### config.mk
export PLATFORM = sky130hd
export DESIGN_NAME = vfpd_quant
export DESIGN_NICKNAME = d
export VERILOG_FILES = /design/src/design/vfpd_pkg.sv /design/src/design/vfpd_quant.sv
export SDC_FILE = /design/constraint.sdc
export NUM_CORES = 2
export LEC_CHECK = 0
export BUFFER_PORTS_ARGS = -buffer_cell sky130_fd_sc_hd__buf_2
export CAP_MARGIN = 20
export CORE_ASPECT_RATIO = 0.75
export CORE_MARGIN = 3
export CORE_UTILIZATION = 61
export DETAILED_ROUTE_END_ITERATION = 10
export PLACE_DENSITY = 0.76
export SLEW_MARGIN = 40
export SYNTH_ARGS = -nofsm -noshare
export SYNTH_HDL_FRONTEND = slang
export SYNTH_SLANG_ARGS = --single-unit
### constraint.sdc
create_clock -name clk -period 13.78 [get_ports clk]
set_clock_uncertainty 0.1 [all_clocks]
set_input_delay 0.689 -clock clk [delete_from_list [all_inputs] [get_ports clk]]
set_output_delay 0.689 -clock clk [all_outputs]
set_load 0.02 [all_outputs]
### src/design/vfpd_pkg.sv
package vfpd_pkg;

  localparam int POS_W      = 24;
  localparam int INV_W      = 26;
  localparam int PROD_W     = POS_W + INV_W + 1;
  localparam int FRAC_SHIFT = 26;
  localparam int Q_W        = PROD_W - FRAC_SHIFT;
  localparam int KEPT_OUT_W = 10;
  localparam int EPOCH_W    = 8;

  localparam int CFG_W     = 26;
  localparam int CFG_IDX_W = 1;
  localparam logic [CFG_IDX_W-1:0] CFG_INV_LEAF = 1'd0;
  localparam logic [CFG_IDX_W-1:0] CFG_MAX_KEPT = 1'd1;

  localparam logic [INV_W-1:0] INV_LEAF_MAX = 26'd65536000;
  localparam logic [INV_W-1:0] INV_LEAF_RST = 26'd655360;
  localparam int               MAX_KEPT_RST = 512;

  localparam logic [2:0][31:0] PRIMES = {32'd83492791, 32'd19349663, 32'd73856093};

  typedef struct packed {
    logic signed [POS_W-1:0] pos_x;
    logic signed [POS_W-1:0] pos_y;
    logic signed [POS_W-1:0] pos_z;
    logic                    finite;
    logic                    cloud_last;
  } in_t;

  typedef struct packed {
    logic                    keep;
    logic signed [POS_W-1:0] out_x;
    logic signed [POS_W-1:0] out_y;
    logic signed [POS_W-1:0] out_z;
    logic [KEPT_OUT_W-1:0]   kept_so_far;
    logic                    table_full;
    logic                    cloud_end;
  } out_t;

  typedef enum logic [2:0] {
    ST_CLEAR,
    ST_IDLE,
    ST_HASH,
    ST_PROBE,
    ST_DONE
  } state_t;

endpackage

### src/design/vfpd_quant.sv
module vfpd_quant #(
  parameter int TABLE_SLOTS = 1024,
  parameter int KEY_BITS    = 21
) (
  input  logic                           clk,
  input  logic                           rst_n,
  input  logic                           start,
  input  logic signed [vfpd_pkg::POS_W-1:0] pos_x,
  input  logic signed [vfpd_pkg::POS_W-1:0] pos_y,
  input  logic signed [vfpd_pkg::POS_W-1:0] pos_z,
  input  logic [vfpd_pkg::INV_W-1:0]     inv_leaf,
  output logic                           done,
  output logic [$clog2(TABLE_SLOTS)-1:0] slot,
  output logic [3*KEY_BITS-1:0]          key
);

  import vfpd_pkg::*;

  localparam int SLOT_W = $clog2(TABLE_SLOTS);
  localparam logic signed [Q_W-1:0] KHI = Q_W'((1 << (KEY_BITS - 1)) - 1);
  localparam logic signed [Q_W-1:0] KLO = Q_W'(-(1 << (KEY_BITS - 1)));

  logic [2:0][POS_W-1:0]    pos;
  logic signed [PROD_W-1:0] prod_r [3];
  logic signed [Q_W-1:0]    qv [3];
  logic [KEY_BITS-1:0]      ksat [3];
  logic [KEY_BITS-1:0]      key_r [3];
  logic [31:0]              hm_r [3];
  logic [31:0]              h_r;
  logic                     va_r, vb_r, vc_r;

  assign pos = {pos_z, pos_y, pos_x};

  always_comb begin
    for (int i = 0; i < 3; i++) begin
      qv[i] = prod_r[i][PROD_W-1:FRAC_SHIFT];
      if (qv[i] > KHI) begin
        ksat[i] = KHI[KEY_BITS-1:0];
      end else if (qv[i] < KLO) begin
        ksat[i] = KLO[KEY_BITS-1:0];
      end else begin
        ksat[i] = qv[i][KEY_BITS-1:0];
      end
    end
  end

  always_ff @(posedge clk) begin
    for (int i = 0; i < 3; i++) begin
      if (start) begin
        prod_r[i] <= $signed(pos[i]) * $signed({1'b0, inv_leaf});
      end
      if (va_r) begin
        key_r[i] <= ksat[i];
        hm_r[i]  <= {{(32 - KEY_BITS){ksat[i][KEY_BITS-1]}}, ksat[i]} * PRIMES[i];
      end
    end
    if (vb_r) begin
      h_r <= hm_r[0] ^ hm_r[1] ^ hm_r[2];
    end
  end

  always_ff @(posedge clk) begin
    if (!rst_n) begin
      va_r <= 1'b0;
      vb_r <= 1'b0;
      vc_r <= 1'b0;
    end else begin
      va_r <= start;
      vb_r <= va_r;
      vc_r <= vb_r;
    end
  end

  assign key = {key_r[2], key_r[1], key_r[0]};

  if ((TABLE_SLOTS & (TABLE_SLOTS - 1)) == 0) begin : g_mask
    assign slot = h_r[SLOT_W-1:0];
    assign done = vc_r;
  end else begin : g_recip
    localparam int              RSH   = 32 + SLOT_W;
    localparam longint unsigned RECIP = (longint'(1) << RSH) / longint'(TABLE_SLOTS);
    localparam logic [32:0]     RCP_M = 33'(RECIP);
    localparam logic [31:0]     NMOD  = 32'(TABLE_SLOTS);
    logic [64:0]       mq_r;
    logic [31:0]       hs_r, qn_r, diff;
    logic [SLOT_W-1:0] rem_r;
    logic              d1_r, d2_r, d3_r;

    assign diff = hs_r - qn_r;

    always_ff @(posedge clk) begin
      if (vc_r) begin
        hs_r <= h_r;
        mq_r <= 65'(h_r) * 65'(RCP_M);
      end
      if (d1_r) begin
        qn_r <= 32'(mq_r[64:RSH] * NMOD);
      end
      if (d2_r) begin
        rem_r <= (diff >= NMOD) ? SLOT_W'(diff - NMOD) : SLOT_W'(diff);
      end
    end

    always_ff @(posedge clk) begin
      if (!rst_n) begin
        d1_r <= 1'b0;
        d2_r <= 1'b0;
        d3_r <= 1'b0;
      end else begin
        d1_r <= vc_r;
        d2_r <= d1_r;
        d3_r <= d2_r;
      end
    end

    assign slot = rem_r;
    assign done = d3_r;
  end

endmodule

==> impl_metrics.csv <==
group,metric,value,unit
outcome,status,"finished clean",
yosys,synthesis.nets,9659,
global_routing,grt.overflow.total,0,
timing,clock.fmax,0.116,GHz
yosys,synth-seq-cells,177,
setup_path,rrSetupSlack,6530,ps
drt,via_per_inst,5.59,
die,rows,105,
clock_tree,cts_hold_buf,0,
setup_path,r2r-end,"hm_r[0][41]",
clock_tree,cts_resized,0,
yosys,synthDistinctLibCells,61,
clock_tree,clock_latency,540,ps
timing,slew-limit-headroom,36.9,%
finish,syn2layout_area_growth,3.45,%
setup_path,r2r-start,"prod_r[0][100]",
setup_path,cp_max_fo,49,
clock_tree,cts_tree,"built",
timing,finalSetupViolations,0,
global_routing,grtUsageTotal,32.5,%
setup_path,startpoint_type,"input pin",
setup_path,crit_type,"input pin to register",
yosys,yosys_most_used_dff,"edfxtp_1",
die,die-area,117000,sq um
timing,hold_viol_final,0,
placement,place_congestion,0.943,
global_routing,grt_max_degree,73,
clock_tree,clkSinkCount,177,
drt,dr.first_iter.drc_count,3812,
global_routing,antenna_found_initial,9,
clock_tree,cts_buffer_depth,2,
clock_tree,root_buffer,"clkbuf_16",
global_routing,grt_pass1_vias,53000,
hold_path,hold_end,"done",
timing,final.period_utilization,62.4,%
timing,finalCriticalPeriod,8600,ps
drt,vias,48100,
drt,route.detailed.drc,0,
die,die_x,393,um
die,core-area,110000,sq um
finish,drive_gt1_share,3.76,%
hold_path,hold_depth,2,
finish,final_common_cell,"inv_1",
yosys,netlist_instances,7229,
die,io_pins,175,
die,die_y,297,um
placement,hpwl,134000,um
timing,tightest_slew,946,ps
hold_path,min_from,"rst_n",
yosys,avgSynthCellArea,9.50,sq um
hold_path,hold_path_class,"input pin to register",
setup_path,worst_ep_arrival_time,8780,ps
clock_tree,cts_setup_buffers,0,
setup_path,end_kind,"register",
yosys,synth_top_cell_by_area,"fa_1",
placement,port_buffers,174,
yosys,yosysSeqAreaShare,7.70,%
clock_tree,clkSlewWorstSetupHoldPaths,90,ps
yosys,synth-edff-count,174,
yosys,synthTopCellsByArea,"fa_1, ha_1, inv_1",
timing,finalMaxSlewViolations,0,
drt,wl,180000,um
finish,nets,9512,
setup_path,worstPathRequired,13960,ps
finish,final_cell_mix,"inv_1, fa_1, nand2_1, and2_1, ha_1",
yosys,syn_area,68700,sq um
timing,final.setup.tns,0,ps
setup_path,r2r_cells,20,
die,start_util,62.1,%
run,maxCapViolations,0,
drt,final_antenna_net_count,0,
global_routing,grt_pass1_wl,292000,um
drt,drt_first_pass_iters,5,
yosys,yosysWarnings,0,
drt,wire_per_inst,20.9,um
clock_tree,h-tree-depth,4,
yosys,synth_top_area_share,47.1,%
finish,fillers,9080,
timing,rsz0062_at_grt,"false",
clock_tree,cts_made_buffers,17,
yosys,synthArstFlopShare,0,%
[per-layer routing]
layer	wire [um]	global-route usage [%]	vias to the layer above
li1	-	-	20700
met2	80400	50.6	2481
met1	73200	45.3	24600
met3	19800	7.89	346
met4	6520	10.7	4
met5	25	0.159	-
[kinds of logic (layout without fill, tap and decap cells)]
| family | Yosys count | in the layout | synth area share, % |
|---|---|---|---|
| flops | 177 | 177 | 7.70 |
| compound gates | 344 | 344 | 3.33 |
| simple gates | 2040 | 2040 | 15.0 |
| other cells | 0 | 9 | 0 |
| fa+ha+maj | 2329 | 2329 | 60.1 |
| xor+xnor | 147 | 147 | 1.88 |
| buf+inv | 2192 | 2058 | 12.0 |
[through the flow]
stage | std cells | cell area [sq um] | util [%] | hold slack (ps) | worst slack (ps)
6_report | 8602 | 71000 | 64.3 | 311 | 5180
4_1_cts | 8593 | 71000 | 64.3 | 268 | 5290
3_5_place_dp | 8561 | 70300 | 63.7 | 389 | 4730
5_1_grt | 8596 | 71000 | 64.3 | 304 | 4870
2_1_floorplan | 7229 | 68700 | - | 395 | 6040
3_3_place_gp | 8561 | 70300 | 63.6 | 387 | 4960
[layout make-up]
class                      instances  area [sq um]  share of cell area (%)
multi-input combinational       4860         55100                    77.6
inverter                        1801          6760                    9.52
sequential                       177          5290                    7.45
tap                             1498          1870                    2.64
timing repair buffer             225          1290                    1.82
clock buffer                      17           425                   0.599
clock inverter                    15           230                   0.324
antenna                            9          22.5                  0.0317
[state kept, by name (all words and copies together) (netlist names)]
signal	count
prod_r	75
key_r	63
hm_r	26
h_r	10
done	1
va_r	1
vb_r	1
[critical path: stages]
cell      delay, ps
buf_2           480
buf_4           690
nand2_1         170
fa_1            560
inv_1            50
fa_1            480
inv_1            60
fa_1            500
fa_1            530
inv_1            60
fa_1            510
fa_1            490
inv_1            50
fa_1            470
inv_1            40
ha_1            340
a211oi_1        260
nand2_1         120
a311oi_1        420
nand3_1         120
o21ai_0         620
nor4b_1         130
o21ai_0         350
nand2_1         170
a41oi_1         280
xnor2_1          90
[how the worst max path moves through the flow]
stage | start | endpoint | slack (ps) | cells after the start
after floorplan | inv_leaf[10] | prod_r[0][43] | 6040 | 26
after global placement | inv_leaf[8] | prod_r[0][95] | 4960 | 26
after detailed placement | inv_leaf[19] | prod_r[0][150] | 4730 | 26
after CTS | inv_leaf[19] | prod_r[0][150] | 5290 | 26
after global routing | inv_leaf[19] | prod_r[0][150] | 4870 | 26
final | inv_leaf[19] | prod_r[0][150] | 5180 | 26
[cell usage after synthesis (3+ instances only)]
| cell | number |
|---|---|
| xnor2_1 | 107 |
| fa_1 | 1615 |
| a31oi_1 | 10 |
| edfxtp_1 | 174 |
| o2111ai_1 | 3 |
| nor2b_1 | 44 |
| and2_1 | 891 |
| nor3_1 | 8 |
| and3_1 | 6 |
| clkbuf_1 | 384 |
| a21oi_1 | 99 |
| a21o_1 | 109 |
| dfxtp_1 | 3 |
| buf_1 | 3 |
| o211ai_1 | 6 |
| nand4_1 | 24 |
| inv_1 | 1801 |
| nor4_1 | 3 |
| o21bai_1 | 14 |
| ha_1 | 714 |
| nand2_1 | 944 |
| nand3_1 | 16 |
| buf_4 | 4 |
| o21a_1 | 19 |
| o21ai_1 | 6 |
| nand3b_1 | 3 |
| nand2b_1 | 44 |
| a211oi_1 | 12 |
| xor2_1 | 40 |
| o21ai_0 | 37 |
| o31a_1 | 3 |
| or3_1 | 5 |
| nor2_1 | 43 |
Power is left out: the tool's default activity adds up to more than one toggle a clock period on the data nets, which glitch-free logic cannot reach.
